File: src/hw/rtl/ytr_pkg.sv
// shared types and constants for the yuyv to rgb converter
`timescale 1ns / 1ps

package ytr_pkg;

  localparam int MAX_WIDTH_DEF  = 2048;
  localparam int MAX_HEIGHT_DEF = 2048;

  localparam int CFG_DATA_W  = 12;
  localparam int CFG_INDEX_W = 2;

  localparam logic [CFG_INDEX_W-1:0] REG_FRAME_WIDTH  = 2'd0;
  localparam logic [CFG_INDEX_W-1:0] REG_FRAME_HEIGHT = 2'd1;
  localparam logic [CFG_INDEX_W-1:0] REG_DIM_SCALE    = 2'd2;

  localparam logic [11:0] FRAME_WIDTH_RST  = 12'd640;
  localparam logic [11:0] FRAME_HEIGHT_RST = 12'd480;
  localparam logic [8:0]  DIM_SCALE_RST    = 9'd220;

  // q16 coefficients, sized for the 27 bit signed sums
  localparam int SUM_W = 27;
  localparam logic signed [SUM_W-1:0] K_RV = 27'sd89831;
  localparam logic signed [SUM_W-1:0] K_GV = 27'sd45744;
  localparam logic signed [SUM_W-1:0] K_GU = 27'sd22127;
  localparam logic signed [SUM_W-1:0] K_BU = 27'sd113538;
  localparam logic [8:0] CHROMA_OFFSET = 9'd128;

  localparam int POS_W = 11;

  typedef struct packed {
    logic [7:0] red;
    logic [7:0] green;
    logic [7:0] blue;
  } rgb_t;

  typedef struct packed {
    logic [POS_W-1:0] row;
    logic [POS_W-1:0] column;
    logic             frame_end;
  } pos_t;

endpackage

File: src/hw/rtl/ytr_color_conv.sv
// yuv to rgb conversion of one pixel with clamping to 0..255
`timescale 1ns / 1ps

module ytr_color_conv import ytr_pkg::*; (
  input  logic [7:0] luma,
  input  logic [7:0] chroma_blue,
  input  logic [7:0] chroma_red,
  output rgb_t       rgb
);

  function automatic logic [7:0] clamp_q16(input logic signed [SUM_W-1:0] s);
    logic [7:0] r;
    if (s[SUM_W-1]) begin
      r = 8'd0;
    end else if (|s[SUM_W-2:24]) begin
      r = 8'd255;
    end else begin
      r = s[23:16];
    end
    return r;
  endfunction

  logic signed [8:0]       d_u;
  logic signed [8:0]       d_v;
  logic signed [SUM_W-1:0] base;
  logic signed [SUM_W-1:0] sum_r;
  logic signed [SUM_W-1:0] sum_g;
  logic signed [SUM_W-1:0] sum_b;

  always_comb begin
    d_u   = $signed({1'b0, chroma_blue} - CHROMA_OFFSET);
    d_v   = $signed({1'b0, chroma_red} - CHROMA_OFFSET);
    base  = $signed({3'b000, luma, 16'h0000});
    sum_r = base + K_RV * SUM_W'(d_v);
    sum_g = base - K_GV * SUM_W'(d_v) - K_GU * SUM_W'(d_u);
    sum_b = base + K_BU * SUM_W'(d_u);
    rgb.red   = clamp_q16(sum_r);
    rgb.green = clamp_q16(sum_g);
    rgb.blue  = clamp_q16(sum_b);
  end

endmodule

File: src/hw/rtl/ytr_dimmer.sv
// brightness scaling of one rgb pixel by scale/256 with cap at 255
`timescale 1ns / 1ps

module ytr_dimmer import ytr_pkg::*; (
  input  rgb_t       rgb_in,
  input  logic [8:0] dim_scale,
  output rgb_t       rgb_out
);

  function automatic logic [7:0] dim_channel(input logic [7:0] c, input logic [8:0] s);
    logic [16:0] prod;
    logic [7:0]  r;
    prod = 17'(c) * 17'(s);
    r = prod[16] ? 8'd255 : prod[15:8];
    return r;
  endfunction

  always_comb begin
    rgb_out.red   = dim_channel(rgb_in.red, dim_scale);
    rgb_out.green = dim_channel(rgb_in.green, dim_scale);
    rgb_out.blue  = dim_channel(rgb_in.blue, dim_scale);
  end

endmodule

File: src/hw/rtl/ytr_position.sv
// row and column counters with wrap at the frame bounds and end of frame flag
`timescale 1ns / 1ps

module ytr_position import ytr_pkg::*; #(
  parameter int MAX_WIDTH  = MAX_WIDTH_DEF,
  parameter int MAX_HEIGHT = MAX_HEIGHT_DEF
) (
  input  logic        clk,
  input  logic        rst,
  input  logic        advance,
  input  logic [11:0] frame_width,
  input  logic [11:0] frame_height,
  output pos_t        pos
);

  localparam int CW  = $clog2(MAX_WIDTH);
  localparam int RW  = (MAX_HEIGHT > 1) ? $clog2(MAX_HEIGHT) : 1;
  localparam int WW0 = $clog2(MAX_WIDTH + 1);
  localparam int HW0 = $clog2(MAX_HEIGHT + 1);
  localparam int WW  = (WW0 > 12) ? WW0 : 12;
  localparam int HW  = (HW0 > 12) ? HW0 : 12;

  logic [CW-1:0] column;
  logic [CW-1:0] column_next;
  logic [RW-1:0] row;
  logic [RW-1:0] row_next;
  logic [WW-1:0] eff_width;
  logic [WW-1:0] width_in;
  logic [HW-1:0] eff_height;
  logic [HW-1:0] height_in;
  logic [CW:0]   column_inc;
  logic [RW:0]   row_inc;
  logic [31:0]   column_ext;
  logic [31:0]   row_ext;

  always_comb begin
    width_in = WW'(frame_width);
    if (width_in < WW'(2)) begin
      eff_width = WW'(2);
    end else if (width_in > WW'(MAX_WIDTH)) begin
      eff_width = WW'(MAX_WIDTH);
    end else begin
      eff_width = width_in;
    end
    eff_width[0] = 1'b0;

    height_in = HW'(frame_height);
    if (height_in < HW'(1)) begin
      eff_height = HW'(1);
    end else if (height_in > HW'(MAX_HEIGHT)) begin
      eff_height = HW'(MAX_HEIGHT);
    end else begin
      eff_height = height_in;
    end

    column_inc  = {1'b0, column} + (CW+1)'(1);
    row_inc     = {1'b0, row} + (RW+1)'(1);
    column_next = column_inc[CW-1:0];
    row_next    = row;
    if (WW'(column_inc) >= eff_width) begin
      column_next = '0;
      row_next    = (HW'(row_inc) >= eff_height) ? '0 : row_inc[RW-1:0];
    end

    column_ext    = 32'(column);
    row_ext       = 32'(row);
    pos.column    = column_ext[POS_W-1:0];
    pos.row       = row_ext[POS_W-1:0];
    pos.frame_end = (HW'(row) == eff_height - HW'(1)) &&
                    (WW'(column) == eff_width - WW'(1));
  end

  always_ff @(posedge clk) begin
    if (rst) begin
      column <= '0;
      row    <= '0;
    end else if (advance) begin
      column <= column_next;
      row    <= row_next;
    end
  end

endmodule

File: src/hw/rtl/yuyv_to_rgb_dimmed_top.sv
// top level of the yuyv 4:2:2 to dimmed rgb888 pixel stream converter
`timescale 1ns / 1ps

// Each accepted YUYV word gives two RGB pixels, the Y0 pixel first, one
// result transaction per cycle while the output is not stalled; the block
// takes the next word as the Y1 pixel of the held word moves on, and the
// input register holds the word while its two pixels go out in turn. The Y0
// pixel passes from the input register through colour conversion and
// dimming into the output register, and the Y1 pixel follows it as the
// next output transaction.
// Configuration writes take effect at once and belong between frames with
// the stream idle.
module yuyv_to_rgb_dimmed_top import ytr_pkg::*; #(
  parameter int MAX_WIDTH  = MAX_WIDTH_DEF,
  parameter int MAX_HEIGHT = MAX_HEIGHT_DEF
) (
  input  logic                   clk,
  input  logic                   rst,
  input  logic                   cfg_wr_en,
  input  logic [CFG_INDEX_W-1:0] cfg_index,
  input  logic [CFG_DATA_W-1:0]  cfg_data,
  input  logic                   s_tvalid,
  output logic                   s_tready,
  // luma_first, chroma_blue, luma_second, chroma_red
  input  logic [31:0]            s_tdata,
  output logic                   m_tvalid,
  input  logic                   m_tready,
  // red, green, blue, row, column, zero fill
  output logic [47:0]            m_tdata,
  // second_of_pair
  output logic                   m_tuser,
  output logic                   m_tlast
);

  logic [11:0] frame_width;
  logic [11:0] frame_height;
  logic [8:0]  dim_scale;

  logic        advance;
  logic        s_accept;
  logic        s0_valid;
  logic        s0_phase;
  logic [31:0] s0_data;
  logic [7:0]  s0_luma;
  rgb_t        conv_rgb;
  pos_t        cur_pos;
  rgb_t        dim_rgb;

  rgb_t        out_rgb;
  pos_t        out_pos;
  logic        out_second;

  always_ff @(posedge clk) begin
    if (rst) begin
      frame_width  <= FRAME_WIDTH_RST;
      frame_height <= FRAME_HEIGHT_RST;
      dim_scale    <= DIM_SCALE_RST;
    end else if (cfg_wr_en) begin
      unique case (cfg_index)
        REG_FRAME_WIDTH:  frame_width  <= cfg_data;
        REG_FRAME_HEIGHT: frame_height <= cfg_data;
        REG_DIM_SCALE:    dim_scale    <= cfg_data[8:0];
        default: ;
      endcase
    end
  end

  assign advance  = !m_tvalid || m_tready;
  assign s_tready = !s0_valid || (advance && s0_phase);
  assign s_accept = s_tvalid && s_tready;

  // input register, emits the y0 pixel then the y1 pixel
  always_ff @(posedge clk) begin
    if (rst) begin
      s0_valid <= 1'b0;
      s0_phase <= 1'b0;
    end else if (s_accept) begin
      s0_valid <= 1'b1;
      s0_phase <= 1'b0;
    end else if (advance && s0_valid) begin
      if (s0_phase) begin
        s0_valid <= 1'b0;
        s0_phase <= 1'b0;
      end else begin
        s0_phase <= 1'b1;
      end
    end
  end

  always_ff @(posedge clk) begin
    if (s_accept) begin
      s0_data <= s_tdata;
    end
  end

  assign s0_luma = s0_phase ? s0_data[23:16] : s0_data[7:0];

  ytr_color_conv u_conv (
    .luma        (s0_luma),
    .chroma_blue (s0_data[15:8]),
    .chroma_red  (s0_data[31:24]),
    .rgb         (conv_rgb)
  );

  ytr_position #(
    .MAX_WIDTH  (MAX_WIDTH),
    .MAX_HEIGHT (MAX_HEIGHT)
  ) u_pos (
    .clk          (clk),
    .rst          (rst),
    .advance      (advance && s0_valid),
    .frame_width  (frame_width),
    .frame_height (frame_height),
    .pos          (cur_pos)
  );

  ytr_dimmer u_dim (
    .rgb_in    (conv_rgb),
    .dim_scale (dim_scale),
    .rgb_out   (dim_rgb)
  );

  always_ff @(posedge clk) begin
    if (rst) begin
      m_tvalid <= 1'b0;
    end else if (advance) begin
      m_tvalid <= s0_valid;
    end
  end

  always_ff @(posedge clk) begin
    if (advance) begin
      out_rgb    <= dim_rgb;
      out_pos    <= cur_pos;
      out_second <= s0_phase;
    end
  end

  assign m_tdata = {2'b00, out_pos.column, out_pos.row,
                    out_rgb.blue, out_rgb.green, out_rgb.red};
  assign m_tuser = out_second;
  assign m_tlast = out_pos.frame_end;

  // no new word is taken while the y1 pixel of the held word is still pending
  assert property (@(posedge clk) disable iff (rst)
    s_tready && s0_valid |-> s0_phase)
    else $error("input accepted before second pixel issued");

  // a y0 pixel on the output has its partner waiting in the input register
  assert property (@(posedge clk) disable iff (rst)
    m_tvalid && !m_tuser |-> s0_valid && s0_phase)
    else $error("y0 pixel without its y1 partner");

  // the y0 pixel moving on always turns the held word to its second phase
  assert property (@(posedge clk) disable iff (rst)
    s0_valid && !s0_phase && advance |=> s0_valid && s0_phase)
    else $error("phase did not advance to y1");

  // a stalled output transaction holds its data
  assert property (@(posedge clk) disable iff (rst)
    m_tvalid && !m_tready |=> m_tvalid && $stable(m_tdata) && $stable(m_tuser) &&
    $stable(m_tlast))
    else $error("output changed while stalled");

endmodule
File: config.mk
export PLATFORM = sky130hd
export DESIGN_NAME = yuyv_to_rgb_dimmed_top
export DESIGN_NICKNAME = d
export VERILOG_FILES = /design/src/hw/rtl/ytr_pkg.sv /design/src/hw/rtl/ytr_color_conv.sv /design/src/hw/rtl/ytr_dimmer.sv /design/src/hw/rtl/ytr_position.sv /design/src/hw/rtl/yuyv_to_rgb_dimmed_top.sv
export SDC_FILE = /design/constraint.sdc
export NUM_CORES = 1
export LEC_CHECK = 0
export CAP_MARGIN = 20
export CORE_UTILIZATION = 50
export CTS_CLUSTER_SIZE = 30
export DETAILED_ROUTE_END_ITERATION = 6
export DONT_BUFFER_PORTS = 1
export GPL_TIMING_DRIVEN = 1
export SLEW_MARGIN = 20
export SYNTH_ARGS = -nofsm -noshare
export SYNTH_HDL_FRONTEND = slang
export SYNTH_SLANG_ARGS = --single-unit
File: constraint.sdc
create_clock -name clk -period 15.9 [get_ports clk]
set_input_delay 1.59 -clock clk [delete_from_list [all_inputs] [get_ports clk]]
set_output_delay 1.59 -clock clk [all_outputs]
set_load 0.03 [all_outputs]
* After elaboration in Yosys (flattened, before gate mapping) *
Index checks and enable logic that the tools add are counted.

word-level totals
  bits in registers = 138
  latch bits = 0
  RAM bits = 0
  bits in read-only memories = 0
  input bits = 51
  output and inout bits = 52
  memories = 0

cells by class
  add/sub/neg operators = 10
  multiply operators = 7
  div/mod/pow operators = 0
  magnitude comparators = 6
  eq/ne operators = 4
  shift operators = 0
  mux-type cells = 17
  bitwise gates (word level) = 0
  reductions and logical operators = 20

operators with widths
  cell                                                          count
  2-to-1 mux 8 bit                                              7
  adder 25 x 27 -> 27 bit                                       2
  multiplier 8 x 9 -> 17 bit                                    3
  2-to-1 mux 12 bit                                             4
  multiplier 18 x 9 -> 27 bit (first input constant)            1
  subtractor 25 x 27 -> 27 bit                                  1
  subtractor 27 bit                                             1
  multiplier 17 x 9 -> 26 bit (first input constant)            1
  multiplier 16 x 9 -> 25 bit (first input constant)            1
  adder 11 x 1 -> 12 bit (second input constant)                2
  equality test 11 x 12 -> 1 bit                                2
  >= comparator 12 bit                                          2
  greater-than comparator 12 bit (second input constant)        2
  subtractor 12 x 1 -> 12 bit (second input constant)           2
  multiplier 13 x 9 -> 22 bit (first input constant)            1
  2-to-1 mux 11 bit                                             2
  subtractor 8 x 8 -> 9 bit (second input constant)             2
  less-than comparator 12 x 1 -> 1 bit (second input constant)  1
  less-than comparator 12 x 2 -> 1 bit (second input constant)  1
  AND reduction 2 bit                                           5
  OR reduction 2 bit                                            4
  logical AND 1 bit                                             4
  2-to-1 mux 1 bit                                              4
  nonzero test 2 bit                                            2
  other kinds (5)                                               7

* Longest topological paths before layout *
  word-level depth = 8
  gate-level depth with buffers = 54
  depth with buffers taken out = 53

* Cells and area by module *
A second synthesis with hierarchy kept.

second synthesis, totals
  cell total of the unflattened synthesis = 2,568
  area, all modules = 23,968.0 um2

by module, submodules not included
  module                  times used  cells each  area an instance (um2)  seq. area each (um2)
  ytr_color_conv          1           1,097       10,251.1                0.0
  ytr_dimmer              1           799         6,899.1                 0.0
  yuyv_to_rgb_dimmed_top  1           256         3,847.4                 3,123.0
  ytr_position            1           416         2,970.3                 440.4

* Least setup slack after synthesis *
Ideal clock, no wire load.

  kind = register -> register
  start = register s0_data[15]
  end = register out_rgb (netlist bit m_tdata[12]), data pin
  arrival = 11.810 ns
  required time = 15.631 ns
  slack = 3.821 ns
  cell stages (with the launch flop) = 49
  cells stage by stage = edfxtp_1 buf_2 clkinv_1 ha_1 inv_1 ha_1 inv_1 fa_1 inv_1 fa_1 ha_1 ha_1 nor2b_1 o21ai_0 a21boi_0 o21ai_0 a21boi_0 o21a_1 (+13 left out) clkbuf_1 o21a_1 nand2_1 fa_1 fa_1 inv_1 fa_1 fa_1 ha_1 o21ai_0 nand2b_1 nor2_1 o21ai_0 o211a_1 a21oi_1 a21oi_1 o211ai_1 nand2b_1

between the ends
  longest elaborated chain between the ends = 7

ends and longest elaborated chain
  what                           RTL line                       source
  from (decl)                    yuyv_to_rgb_dimmed_top.sv:43   logic [31:0] s0_data;
  from (signal assigned)         yuyv_to_rgb_dimmed_top.sv:92   s0_data <= s_tdata;
  subtractor 8 x 8 -> 9 bit *    ytr_color_conv.sv:31           d_u = $signed({1'b0, chroma_blue} - CHROMA_OFFSET);
  multiplier 16 x 9 -> 25 bit *  ytr_color_conv.sv:35           sum_g = base - K_GV * SUM_W'(d_v) - K_GU * SUM_W'(d_u);
  subtractor 27 bit *            ytr_color_conv.sv:35
  OR reduction 2 bit             ytr_color_conv.sv:15           end else if (|s[SUM_W-2:24]) begin
  2-to-1 mux 8 bit               ytr_color_conv.sv:15
  2-to-1 mux 8 bit *             ytr_color_conv.sv:13           if (s[SUM_W-1]) begin
  multiplier 8 x 9 -> 17 bit *   ytr_dimmer.sv:13               prod = 17'(c) * 17'(s);
  to (signal assigned)           yuyv_to_rgb_dimmed_top.sv:133  out_rgb <= dim_rgb;
  to (decl)                      yuyv_to_rgb_dimmed_top.sv:49   rgb_t out_rgb;

Every way passes the cells marked *; elsewhere a longest branch is shown, timed or not.
A chain may end at the register's enable or synchronous reset.

* Worst setup path after layout *
  start = register s0_data[15]
  end = register out_rgb (netlist bit m_tdata[8]), data pin

The elaborated chain is that of the path after synthesis.

==> load_flow_metrics.sql <==
INSERT INTO impl_metrics (metric_group, metric, value, unit) VALUES
('outcome', 'status', 'finished, final reports clean', ''),
('finish', 'layout_overhead_on_the_synthesized_area', '5.424', '%'),
('finish', 'layout-drive-gt1-share', '0.03467', ''),
('grt', 'grt.total_usage', '0.2437', ''),
('route', 'dr_total_vias', '17650', ''),
('job', 'max-cap-violations', '0', ''),
('setup_path', 'worst_ep_required_time', '16.10', 'ns'),
('synth', 'yosysUniqueCellTypes', '79', ''),
('setup_path', 'path_common_cell', 'sky130_fd_sc_hd__fa_1', ''),
('clock_network', 'cts.repair_timing.setup_buffer_count', '0', ''),
('setup_path', 'worst_path_largest_cell_delay', '0.74', 'ns'),
('setup_path', 'slowest_stage', 'sky130_fd_sc_hd__edfxtp_1', ''),
('synth', 'synthesis.area', '23620', 'µm²'),
('floorplanning', 'dieWidth', '219.4', 'µm'),
('floorplanning', 'initial_core_util', '0.5074', ''),
('clock_network', 'clock_latency', '0.49', 'ns'),
('finish', 'nNetsFinal', '3315', ''),
('finish', 'n_antenna_cell', '0', ''),
('finish', 'final_cells', '3203', ''),
('finish', 'final.fill_count', '4314', ''),
('sta', 'finalClockSkew', '0.01741', 'ns'),
('setup_path', 'worstPathArrival', '13.53', 'ns'),
('clock_network', 'cts.path.max_buffers', '2', ''),
('sta', 'timing.final.crit_period', '13.32', 'ns'),
('sta', 'tightestPinTransition', '0.9821', 'ns'),
('clock_network', 'post_cts.resized_instances', '0', ''),
('sta', 'timing.final.hold_violations', '0', ''),
('sta', 'final-setup-viol-count', '0', ''),
('route', 'vias_per_cell', '5.511', ''),
('placed_design', 'gp_congestion', '0.9207', ''),
('finish', 'leading_cell_type_in_the_layout_fill_and_taps_excluded', 'sky130_fd_sc_hd__inv_1', ''),
('setup_path', 'startpoint_types', 'register', ''),
('grt', 'grt_first_pass_wirelength', '92530', 'µm'),
('sta', 'rsz0062_at_grt', 'false', ''),
('route', 'postRouteWirelength', '55220', 'µm'),
('synth', 'ys_seq_area_frac', '0.1500', ''),
('placed_design', 'detailed_place_hpwl', '45170', 'µm'),
('synth', 'postSynthCellCount', '2605', ''),
('synth', 'synth_area_per_cell', '9.067', 'µm²'),
('finish', 'most-common-layout-cells', 'sky130_fd_sc_hd__inv_1, sky130_fd_sc_hd__ha_1, sky130_fd_sc_hd__fa_1, sky130_fd_sc_hd__nand2_1, sky130_fd_sc_hd__a21oi_1', ''),
('sta', 'maxSlewHeadroom', '0.3452', ''),
('route', 'dr.pass1.iters', '5', ''),
('floorplanning', 'die_area', '48110', 'µm²'),
('clock_network', 'cts_max_level', '4', ''),
('clock_network', 'hold_buffers', '0', ''),
('floorplanning', 'ioPinCount', '103', ''),
('clock_network', 'tritoncts_num_sinks', '137', ''),
('floorplanning', 'floorplan.core_area', '46560', 'µm²'),
('placed_design', 'placedCellCount', '3171', ''),
('synth', 'yosys_register_bits', '137', ''),
('placed_design', 'numPortBuffers', '0', ''),
('floorplanning', 'count_of_standard_cell_rows', '79', ''),
('grt', 'grt_antenna_before_repair', '0', ''),
('clock_network', 'cts_buffers', '17', ''),
('sta', 'min_period_over_period', '0.8379', ''),
('sta', 'finalMaxSlewViolations', '0', ''),
('setup_path', 'crit_path_end_kind', 'register', ''),
('route', 'drcViolationCount', '0', ''),
('setup_path', 'crit_fanout', '23', ''),
('sta', 'maximum_operating_frequency', '75.06', 'MHz'),
('clock_network', 'worst_setup_hold_path_clk_slew', '0.07', 'ns'),
('route', 'detailedRoute.firstIterationViolations', '752', ''),
('sta', 'fin_setup_tns', '0', 'ns'),
('clock_network', 'clock_tree.root_cell', 'sky130_fd_sc_hd__clkbuf_16', ''),
('synth', 'synth_enable_flop_cells', '80', ''),
('worst_hold_path', 'holdCritPathClass', 'register to register', ''),
('synth', 'yosys_warnings', '0', ''),
('synth', 'synth_async_sr_flop_share', '0', ''),
('synth', 'synthFlopType', 'sky130_fd_sc_hd__edfxtp_1', ''),
('route', 'ant_nets', '0', ''),
('grt', 'overflow_left_after_global_routing', '0', ''),
('floorplanning', 'fp.dieH', '219.4', 'µm'),
('grt', 'grt_pass1_vias', '18380', ''),
('route', 'wire_per_inst', '17.24', 'µm'),
('setup_path', 'timing.setup.critical_path_class', 'register to register', ''),
('grt', 'grt_start_max_net_pins', '53', ''),
('clock_network', 'cts_tree', 'yes', '');
==> critical path, delay by kind of cell (launching register included) <==
kind,cells,cell delay [ns]
xor gates and xnor gates,1,0.15
buffers and inverters,7,0.72
adders and majority gates,13,5.61
DFF,1,0.74
AOI/OAI and AO/OA,20,5.04
and+or+nand+nor,6,0.76
==> sequential cells by signal, indices dropped and copies added, names as in the netlist, 9 cells and up <==
signal,flops
m_tdata,46
u_pos.column,11
u_pos.row,11
s0_data,32
frame_height,12
dim_scale,9
frame_width,11
==> Yosys cell counts (22+ instances only) <==
| cell type | number | area share |
|---|---|---|
| sky130_fd_sc_hd__a21o_1 | 45 | 0.014 |
| sky130_fd_sc_hd__a21oi_1 | 120 | 0.025 |
| sky130_fd_sc_hd__and2_1 | 118 | 0.031 |
| sky130_fd_sc_hd__and3_1 | 37 | 0.0098 |
| sky130_fd_sc_hd__clkbuf_1 | 47 | 0.0075 |
| sky130_fd_sc_hd__dfxtp_1 | 57 | 0.048 |
| sky130_fd_sc_hd__edfxtp_1 | 80 | 0.10 |
| sky130_fd_sc_hd__fa_1 | 261 | 0.22 |
| sky130_fd_sc_hd__ha_1 | 420 | 0.22 |
| sky130_fd_sc_hd__inv_1 | 452 | 0.072 |
| sky130_fd_sc_hd__nand2_1 | 248 | 0.039 |
| sky130_fd_sc_hd__nand2b_1 | 23 | 0.0061 |
| sky130_fd_sc_hd__nand3_1 | 60 | 0.013 |
| sky130_fd_sc_hd__nor2_1 | 92 | 0.015 |
| sky130_fd_sc_hd__nor3_1 | 37 | 0.0078 |
| sky130_fd_sc_hd__o21a_1 | 28 | 0.0089 |
| sky130_fd_sc_hd__o21ai_0 | 78 | 0.017 |
| sky130_fd_sc_hd__or2_2 | 22 | 0.0058 |
| sky130_fd_sc_hd__xnor2_1 | 80 | 0.030 |
| sky130_fd_sc_hd__xor2_1 | 41 | 0.015 |
==> metal layers <==
layer,part of all wire,vias up,GRT usage
li1,-,8675,-
met1,0.46,8658,0.3137
met2,0.50,274,0.4249
met3,0.035,44,0.03728
met4,0.015,0,0.06019
met5,0,-,0
==> per-stage QoR <==
stage / util / cell area, µm² / setup WS (ns) / hold slack (ns)
2_1_floorplan: - / 23620 / 3.821 / 0.4064
3_3_place_gp: 0.5211 / 24260 / 2.913 / 0.4230
3_5_place_dp: 0.5211 / 24260 / 2.599 / 0.4234
4_1_cts: 0.5344 / 24880 / 2.540 / 0.4418
5_1_grt: 0.5349 / 24900 / 1.712 / 0.4461
6_report: 0.5349 / 24900 / 2.577 / 0.4425
==> final timing paths <==
kind                     start  slack (ns)           to  cells after the start
setup / recovery   s0_data[15]        2.58   m_tdata[8]                     47
hold / removal    u_pos.row[9]        0.44  m_tdata[33]                      0
setup reg to reg   s0_data[15]        2.58   m_tdata[8]                     47
hold reg to reg   u_pos.row[9]        0.44  m_tdata[33]                      0
==> cell type report <==
cell class	count	area, µm²	area share
clock buffers	17	425.4	0.01708
clock inverters	15	193.9	0.007788
inverters	454	1704	0.06844
multi-input cells	1960	18180	0.7300
flip-flops and latches	137	3543	0.1423
well taps	607	759.5	0.03050
repair buffers	13	97.59	0.003919
==> cells by family after synthesis <==
logic type | synth area share
multiplexers | 0.007045
flip-flops | 0.1500
AO/OA/AOI/OAI | 0.1175
other | 0.0001588
buffers and inverters | 0.08163
adder cells (fa/ha/maj) | 0.4437
XOR/XNOR | 0.04487
AND/OR/NAND/NOR | 0.1550
Power is not shown: default switching activity piles up to over one toggle a cycle in this logic, so the estimate is an artifact.
